File: src/swdz_pkg.sv
// Package for the servo wheel dead-zone filter.
// Holds the shared constants, codes and the per-wheel state record.
// No dependencies.
package swdz_pkg;

   // Number of wheels with their own filter state.
   localparam int WHEELS = 2;
   localparam int WheelIdxW = (WHEELS > 1) ? $clog2(WHEELS) : 1;

   // Top of the raw position range; the dead zone starts at either end.
   localparam logic [9:0] POS_TOP = 10'd1023;
   // Raw velocity readings above this value mean the positive sense.
   localparam logic [10:0] RAW_SPEED_OFFSET = 11'd1023;

   // Command sign codes (two-bit signed field).
   localparam logic [1:0] DIR_ZERO = 2'b00;
   localparam logic [1:0] DIR_POS  = 2'b01;

   // Configuration register indexes.
   localparam int CsrIndexW = 2;
   localparam int CsrDataW  = 16;
   localparam logic [CsrIndexW-1:0] CSR_MIRROR_MASK    = 2'd0;
   localparam logic [CsrIndexW-1:0] CSR_VELOCITY_LIMIT = 2'd1;
   localparam logic [CsrIndexW-1:0] CSR_DEAD_ZONE_SPAN = 2'd2;

   // Configuration reset values.
   localparam logic [1:0]  MIRROR_MASK_RESET    = 2'd2;
   localparam logic [9:0]  VELOCITY_LIMIT_RESET = 10'd650;
   localparam logic [15:0] DEAD_ZONE_SPAN_RESET = 16'd55905;

   // Everything the filter remembers about one wheel.
   typedef struct packed {
      logic [9:0]         prev_pos;
      logic               tracking;
      logic signed [10:0] good_speed;
      logic [47:0]        angle;
   } wheel_state_type;

   localparam wheel_state_type WHEEL_STATE_RESET = '{
      prev_pos:   10'd0,
      tracking:   1'b1,
      good_speed: 11'sd0,
      angle:      48'd0
   };

endpackage

File: src/swdz_state.sv
// Per-wheel state bank of the servo wheel dead-zone filter.
// One flop record per wheel, one read port and one write port.
// Depends on swdz_pkg.
module swdz_state
   import swdz_pkg::*;
(
   input  logic                 clock,
   input  logic                 reset,
   input  logic [WheelIdxW-1:0] rd_idx,
   output wheel_state_type      rd_state,
   input  logic                 wr_en,
   input  logic [WheelIdxW-1:0] wr_idx,
   input  wheel_state_type      wr_state
);

   wheel_state_type state_ff [WHEELS];

   always_ff @(posedge clock) begin
      if (reset) begin
         for (int w = 0; w < WHEELS; w++) begin
            state_ff[w] <= WHEEL_STATE_RESET;
         end
      end else if (wr_en) begin
         state_ff[wr_idx] <= wr_state;
      end
   end

   assign rd_state = state_ff[rd_idx];

endmodule

File: src/swdz_core.sv
// Single-step filter logic of the servo wheel dead-zone filter.
// Combinational: takes one wheel's state and readings, gives its next state.
// Depends on swdz_pkg.
module swdz_core
   import swdz_pkg::*;
(
   input  wheel_state_type    state_cur,
   input  logic [1:0]         direction,
   input  logic [10:0]        raw_speed,
   input  logic [9:0]         raw_position,
   input  logic               mirrored,
   input  logic [9:0]         velocity_limit,
   input  logic [15:0]        dead_zone_span,
   output wheel_state_type    state_next,
   output logic signed [10:0] wheel_speed
);

   logic               pos_cmd;
   logic               entering;
   logic               leaving;
   logic               plausible;
   logic signed [11:0] raw_s;
   logic signed [11:0] speed_u;
   logic signed [11:0] speed_m;
   logic signed [11:0] limit_s;
   logic signed [10:0] pos_diff;
   logic signed [19:0] step_fwd;
   logic signed [19:0] step;
   logic signed [16:0] span_s;
   logic signed [16:0] span_term;
   logic signed [20:0] exit_delta;

   always_comb begin
      pos_cmd = (direction == DIR_POS);

      // Speed in the unmirrored convention: raw above the offset is positive.
      raw_s = $signed({1'b0, raw_speed});
      if (raw_speed > RAW_SPEED_OFFSET) begin
         speed_u = raw_s - $signed({1'b0, RAW_SPEED_OFFSET});
      end else begin
         speed_u = -raw_s;
      end
      speed_m = mirrored ? -speed_u : speed_u;

      limit_s = $signed({2'b00, velocity_limit});
      if (pos_cmd) begin
         plausible = (speed_u >= -limit_s) && (speed_u <= 12'sd0);
      end else begin
         plausible = (speed_u >= 12'sd0) && (speed_u <= limit_s);
      end

      // Angle step in 1/256 counts, negated for a mirrored wheel.
      pos_diff = $signed({1'b0, state_cur.prev_pos}) - $signed({1'b0, raw_position});
      step_fwd = {pos_diff[10], pos_diff, 8'd0};
      step     = mirrored ? -step_fwd : step_fwd;

      span_s     = $signed({1'b0, dead_zone_span});
      span_term  = (pos_cmd ^ mirrored) ? -span_s : span_s;
      exit_delta = {{4{span_term[16]}}, span_term} + {step[19], step};

      if (pos_cmd) begin
         entering = (raw_position == POS_TOP);
         leaving  = (state_cur.prev_pos == 10'd0) && (raw_position != 10'd0);
      end else begin
         entering = (raw_position == 10'd0);
         leaving  = (state_cur.prev_pos == POS_TOP) && (raw_position != POS_TOP);
      end

      state_next          = state_cur;
      state_next.prev_pos = raw_position;
      wheel_speed         = '0;

      if (direction != DIR_ZERO) begin
         priority if (entering && state_cur.tracking) begin
            state_next.tracking = 1'b0;
            wheel_speed         = state_cur.good_speed;
         end else if (!state_cur.tracking) begin
            wheel_speed = state_cur.good_speed;
            if (leaving) begin
               state_next.angle    = state_cur.angle + {{27{exit_delta[20]}}, exit_delta};
               state_next.tracking = 1'b1;
            end
         end else begin
            if (plausible) begin
               wheel_speed           = speed_m[10:0];
               state_next.good_speed = speed_m[10:0];
            end else begin
               wheel_speed = state_cur.good_speed;
            end
            state_next.angle = state_cur.angle + {{28{step[19]}}, step};
         end
      end
   end

endmodule

File: src/servo_wheel_deadzone_filter.sv
// Top level of the servo wheel dead-zone filter.
// Holds the input and result registers, configuration registers and assertions.
// Depends on swdz_pkg, swdz_state and swdz_core.

// Each transaction on the req_ channel carries one wheel's command sign and raw
// servo velocity and position readings; each yields exactly one rsp_ transaction
// with the filtered speed, the accumulated angle and the blind flag for that
// wheel. An accepted transaction sits in an input register until the result
// register can take it, is worked through the filter logic against that wheel's
// state, and lands in the result register, which raises rsp_valid and holds the
// result until rsp_ready takes it.
// One transaction per cycle is taken in steady state; the only limit is the
// result register, which frees up when rsp_ready is high. While a finished
// result waits, the input register can still take one more transaction, after
// which req_ready stays low until the result is taken. Wheel state is
// updated in the same cycle the result is produced, so consecutive
// transactions for the same wheel see each other's effect with no gap.
// Configuration registers are written through csr_write_enable, csr_index and
// csr_write_data; write them only while no transaction is in flight. Writes to
// an unused index are ignored.
module servo_wheel_deadzone_filter
   import swdz_pkg::*;
(
   input  logic                 clock,
   input  logic                 reset,

   input  logic                 req_valid,
   output logic                 req_ready,
   input  logic                 req_wheel,
   input  logic signed [1:0]    req_direction,
   input  logic [10:0]          req_raw_speed,
   input  logic [9:0]           req_raw_position,

   output logic                 rsp_valid,
   input  logic                 rsp_ready,
   output logic signed [10:0]   rsp_wheel_speed,
   output logic signed [47:0]   rsp_wheel_angle,
   output logic                 rsp_blind,

   input  logic                 csr_write_enable,
   input  logic [CsrIndexW-1:0] csr_index,
   input  logic [CsrDataW-1:0]  csr_write_data
);

   // Configuration registers.
   logic [1:0]  mirror_mask_ff;
   logic [9:0]  velocity_limit_ff;
   logic [15:0] dead_zone_span_ff;

   always_ff @(posedge clock) begin
      if (reset) begin
         mirror_mask_ff    <= MIRROR_MASK_RESET;
         velocity_limit_ff <= VELOCITY_LIMIT_RESET;
         dead_zone_span_ff <= DEAD_ZONE_SPAN_RESET;
      end else if (csr_write_enable) begin
         unique case (csr_index)
            CSR_MIRROR_MASK:    mirror_mask_ff    <= csr_write_data[1:0];
            CSR_VELOCITY_LIMIT: velocity_limit_ff <= csr_write_data[9:0];
            CSR_DEAD_ZONE_SPAN: dead_zone_span_ff <= csr_write_data[15:0];
            default: ;
         endcase
      end
   end

   // Input register.
   logic        in_valid_ff, in_valid_in;
   logic        in_wheel_ff;
   logic [1:0]  in_direction_ff;
   logic [10:0] in_raw_speed_ff;
   logic [9:0]  in_raw_position_ff;

   // Result register.
   logic               rsp_valid_ff, rsp_valid_in;
   logic signed [10:0] rsp_speed_ff;
   logic [47:0]        rsp_angle_ff;
   logic               rsp_blind_ff;

   logic advance;
   logic fire;

   // The result register can take a new value when it is empty or being drained.
   assign advance   = !rsp_valid_ff || rsp_ready;
   assign fire      = in_valid_ff && advance;
   assign req_ready = !in_valid_ff || advance;

   assign in_valid_in  = req_ready ? req_valid : in_valid_ff;
   assign rsp_valid_in = advance ? in_valid_ff : rsp_valid_ff;

   always_ff @(posedge clock) begin
      if (reset) begin
         in_valid_ff  <= 1'b0;
         rsp_valid_ff <= 1'b0;
      end else begin
         in_valid_ff  <= in_valid_in;
         rsp_valid_ff <= rsp_valid_in;
      end
   end

   always_ff @(posedge clock) begin
      if (req_valid && req_ready) begin
         in_wheel_ff        <= req_wheel;
         in_direction_ff    <= req_direction;
         in_raw_speed_ff    <= req_raw_speed;
         in_raw_position_ff <= req_raw_position;
      end
   end

   // Wheel selection; indexes beyond the wheel count fold back onto wheel zero.
   logic                 wheel_eff;
   logic [WheelIdxW-1:0] wheel_idx;
   logic                 mirrored;

   assign wheel_eff = (WHEELS > 1) ? in_wheel_ff : 1'b0;
   assign wheel_idx = WheelIdxW'(wheel_eff);
   assign mirrored  = mirror_mask_ff[wheel_eff];

   wheel_state_type    state_cur;
   wheel_state_type    state_next;
   logic signed [10:0] speed_next;

   swdz_state u_state (
      .clock    (clock),
      .reset    (reset),
      .rd_idx   (wheel_idx),
      .rd_state (state_cur),
      .wr_en    (fire),
      .wr_idx   (wheel_idx),
      .wr_state (state_next)
   );

   swdz_core u_core (
      .state_cur      (state_cur),
      .direction      (in_direction_ff),
      .raw_speed      (in_raw_speed_ff),
      .raw_position   (in_raw_position_ff),
      .mirrored       (mirrored),
      .velocity_limit (velocity_limit_ff),
      .dead_zone_span (dead_zone_span_ff),
      .state_next     (state_next),
      .wheel_speed    (speed_next)
   );

   always_ff @(posedge clock) begin
      if (fire) begin
         rsp_speed_ff <= speed_next;
         rsp_angle_ff <= state_next.angle;
         rsp_blind_ff <= !state_next.tracking;
      end
   end

   assign rsp_valid       = rsp_valid_ff;
   assign rsp_wheel_speed = rsp_speed_ff;
   assign rsp_wheel_angle = $signed(rsp_angle_ff);
   assign rsp_blind       = rsp_blind_ff;

   // A transaction leaving the input register always shows up as a result.
   a_fire_gives_result: assert property (@(posedge clock) disable iff (reset)
      fire |=> rsp_valid)
      else $error("processed transaction did not reach the result register");

   // With both registers full and the output stalled, no new transaction enters.
   a_full_blocks_input: assert property (@(posedge clock) disable iff (reset)
      (in_valid_ff && rsp_valid_ff && !rsp_ready) |-> !req_ready)
      else $error("input accepted while the pipeline was full");

   // The filtered speed never takes the out-of-window raw value.
   a_speed_in_range: assert property (@(posedge clock) disable iff (reset)
      rsp_valid |-> (rsp_wheel_speed != 11'h400))
      else $error("filtered speed out of range");

endmodule

File: config.mk
export PLATFORM = sky130hd
export DESIGN_NAME = servo_wheel_deadzone_filter
export DESIGN_NICKNAME = d
export VERILOG_FILES = /design/src/swdz_pkg.sv /design/src/swdz_state.sv /design/src/swdz_core.sv /design/src/servo_wheel_deadzone_filter.sv
export SDC_FILE = /design/constraint.sdc
export NUM_CORES = 1
export LEC_CHECK = 0
export BUFFER_PORTS_ARGS = -buffer_cell sky130_fd_sc_hd__buf_2
export CAP_MARGIN = 10
export CORE_ASPECT_RATIO = 0.6
export CORE_MARGIN = 4
export CORE_UTILIZATION = 45
export CTS_CLUSTER_SIZE = 16
export DETAILED_ROUTE_END_ITERATION = 6
export HOLD_SLACK_MARGIN = 0.08
export MAX_ROUTING_LAYER = met4
export PLACE_DENSITY_LB_ADDON = 0.3
export SLEW_MARGIN = 25
export SYNTH_ARGS = -nofsm -noshare
export SYNTH_HDL_FRONTEND = slang
export SYNTH_SLANG_ARGS = --single-unit
export TNS_END_PERCENT = 5
File: constraint.sdc
create_clock -name clock -period 9.5 [get_ports clock]
set_input_delay 0.475 -clock clock [delete_from_list [all_inputs] [get_ports clock]]
set_output_delay 0.475 -clock clock [all_outputs]
set_load 0.05 [all_outputs]
==> results.md <==
* Clock latency on the worst-skew pair at 580 ps
* Ant diodes at 0
* Clock H-tree levels at 1
* NumNets Final at 2282
* Post-synth cell types at 96
* Crit path buffers/inverters at 3
* Gr ovfl total at 0
* CTS tree: done
* Ports at 109
* Width of the die at 272 um
* CP max FO at 70
* Synth Register Bits at 255
* Cells on worst reg2reg path at 26
* CTS clock-pin slew for the worst setup and hold paths at 70 ps
* Switching part of the total at 43.8%
* Logic pwr share at 53.4%
* Final worst setup slack at 1370 ps
* Synthesized Nets at 2185
* Setup Total Neg Slack at 0 ps
* Antenna-violating nets left at 0
* Relative slew margins at 25.2%
* FF/Latch Area at 7350 sq um
* Pwr Density at 250 nW/um^2
* Leakage power at 8.63 nW
* Layout cells sized above 1 at 12.1%
* CTS sink count at 255
* Asr flop ratio synth at 0%
* Smallest hold slack at 97.9 ps
* Net switching power at 2.29 mW
* Initial core utilization at 46.1%
* Worst clock skew at 28.0 ps
* Post-synth EDFFs at 224
* VDD IR max at 150 uV
* Gate Count Post-Synth at 2003
* CP Capture Type: flop
* Actual slew at the worst max-slew pin at 1120 ps
* Die area at 45300 sq um
* Largest net degree at the start of global routing at 71
* Die H at 166 um
* Num CTS Buffers at 26
* Routed len/inst at 22.3 um
* Clock Path Buffers at 3
* Required @ worst endpoint at 9790 ps
* Post-Place Worst Slack at 1590 ps
* First-pass GRT wire length at 91700 um
* Hold Violations, Final at 0
* Max-Cap Viols at 0
* Seq/Total Area, Yosys at 39.0%
* Crit path top cell by count: ha_1
* Ys flop type: edfxtp_1
* Tot GR Track Use at 26.4%
* # resized after CTS at 0
* Run status: finished, final reports clean
* CTS Root Buffer Type: clkbuf_16
* Vias in the first global route at 15517
* Cell family with most CP delay: simple AND/OR/NAND/NOR gates
* Fin crit share at 85.5%
* Via count at 16262
* Startpoint types: flop
* Crit-path slowest cell: dfxtp_4
* Number of fill cells at 3793
* Reg-to-Reg End: u_state.state_ff[1][44]
* Power after layout at 5.24 mW
* Setup Crit Path Kind: reg -> reg
* Post-layout util at 51.3%
* Final GP Congestion at 0.993
* Register-to-register setup slack at 1370 ps
* Max-slew violations at 0
* Detailed Routing Iterations Pass 1 at 5
* YS warnings at 0
* CP max stage delay at 700 ps
* CORE AREA at 40900 sq um
* DRC violations left at 0
* Flop pwr share at 26.2%
* Unrepaired setup endpoints after global routing: false
* Worst path arrival time at 8420 ps
* Detailed Route WL at 59700 um
* Antenna violations before repair at 1
* Worst hold start: req_raw_position[7]
* Area grow syn2layout at 11.3%
* Clock power share at 20.4%
* Multi-input logic area at 10700 sq um
* Mapped Area at 18800 sq um
* Final Setup Violations at 0
* Pint at 2.95 mW
* Min Tclk post-route at 8130 ps
* Hold Path Stages at 1
* Final HPWL DP at 43400 um
* Fmax at 123 MHz
* WHS Endpoint: in_raw_position_ff[7]
* Drt via density at 6.07
* Number of placement rows at 57
* Avg Inst Size Synth at 9.41 sq um
* Initial DRC count at 1910
* Worst hold path type: in -> reg
* Port buffer count at 108
power groups by stage:
stage	Combinational (mW)	Clock, mW	Sequential (mW)
floorplan	1.97	0	1.50
global placement	2.66	0	1.40
detailed placement	2.69	0	1.40
CTS	2.71	1.09	1.38
global route	3.04	1.13	1.38
finish	2.80	1.07	1.38
what timing repair did:
action,4_1_cts,5_1_grt
setup buffers,0,0
endpoints found under the hold margin,21,0
hold buffers,21,0
metrics by stage:
stage / instance area, sq um / std cells
2_1_floorplan: 18800 / 2003
3_3_place_gp: 19900 / 2611
3_5_place_dp: 19900 / 2611
4_1_cts: 21000 / 2678
5_1_grt: 21000 / 2678
6_report: 21000 / 2678
cell type report:
class | count | area share [%]
multi-input combinational | 1551 | 51.2
sequential | 255 | 35.0
timing repair buffer | 145 | 4.15
tap | 560 | 3.34
clock buffer | 28 | 3.14
inverter | 121 | 2.20
clock inverter | 18 | 0.942
worst max path at each step:
stage / from / endpoint / slack (ps) / depth (start not counted)
3_5_place_dp: flop / rsp_wheel_angle[47] / 1590 / 29
4_1_cts: flop / rsp_wheel_angle[47] / 1570 / 29
6_report: flop / u_state.state_ff[1][44] / 1370 / 26
2_1_floorplan: flop / u_state.state_ff[1][42] / 790 / 36
5_1_grt: flop / rsp_wheel_angle[47] / 910 / 29
3_3_place_gp: flop / u_state.state_ff[1][44] / 1760 / 26
cells in the final DEF, fill, tap and decap left out, types with 15 or more instances in the layout:
cell / n
a211oi_1: 20
o21ai_0: 80
a31oi_1: 32
edfxtp_1: 224
and2_1: 23
mux2i_1: 56
buf_4: 16
xor2_1: 42
nor2_1: 218
o22ai_1: 17
dfxtp_1: 30
o31ai_1: 16
ha_1: 131
nand4_1: 23
a211o_1: 17
clkbuf_16: 26
dlygate4sd3_1: 21
xnor2_1: 106
a21o_1: 41
mux2_2: 49
a21oi_1: 141
buf_2: 108
nand2b_1: 15
nand2_1: 165
nor3_1: 40
o211ai_1: 15
nand3_1: 53
inv_1: 119
and3_1: 17
o21bai_1: 17
kinds of logic after synthesis:
logic type                 share of synthesized area (%)
AOI/OAI and AO/OA                                   18.9
xor gates and xnor gates                            6.88
adders and majority gates                           9.13
buffers and inverters                               4.32
DFF                                                 39.0
muxes                                               6.02
and+or+nand+nor                                     15.8
sequential cells by signal (all words and copies together) (netlist names), named ones only:
register and cells:
u_state.state_ff 140, rsp_wheel_angle 48, dead_zone_span_ff 16, in_raw_speed_ff 11, rsp_wheel_speed 11, in_raw_position_ff 10, velocity_limit_ff 10, in_direction_ff 2
mirror_mask_ff 2, in_valid_ff 1, in_wheel_ff 1, rsp_blind 1, rsp_valid 1
cell usage after synthesis, types with 7 or more instances:
cell type,instances,area (sq um)
and2_1,24,150
a221oi_1,8,70.1
nand2_1,166,623
o21ai_1,14,70.1
o21bai_1,17,128
a22oi_1,12,90.1
o21ai_0,81,405
inv_1,120,450
o211ai_1,15,113
xor2_1,42,368
edfxtp_1,224,6730
a211o_1,17,149
nand3_1,53,265
xnor2_1,106,928
mux2_2,49,552
a21o_1,41,308
nand4_1,23,144
buf_2,11,55.1
nor2_1,220,826
nand2b_1,17,106
a211oi_1,20,150
nor2b_1,14,87.6
nor3_1,40,200
a31oi_1,33,206
o31ai_1,16,120
dfxtp_1,31,621
and4_1,7,61.3
nand3b_1,13,97.6
a21boi_0,7,52.6
clkbuf_1,52,195
ha_1,131,1640
mux2i_1,57,571
or3_1,10,62.6
and3_1,17,106
nor4_1,7,43.8
o22ai_1,17,106
o21a_1,12,90.1
a21oi_1,141,706
per-layer routing:
layer,routed length (um),global-route usage [%],part of all wire [%],vias up
met1,29700,41.2,50,7863
met3,6290,6.43,11,75
met4,1150,4.76,1.9,0
met2,22600,34.4,38,730
li1,-,-,-,7594
met5,0,-,0,-
worst reg2reg max path: cells and delay by family (launching register included):
kind / cells / cell delay [ps]
AO/OA/AOI/OAI: 7 / 1770
XOR/XNOR: 1 / 180
adder cells (fa/ha/maj): 4 / 1610
buffers and inverters: 3 / 540
flip-flops: 1 / 700
multiplexers: 1 / 350
AND/OR/NAND/NOR: 10 / 2680
(Power assumes the default switching activity.)
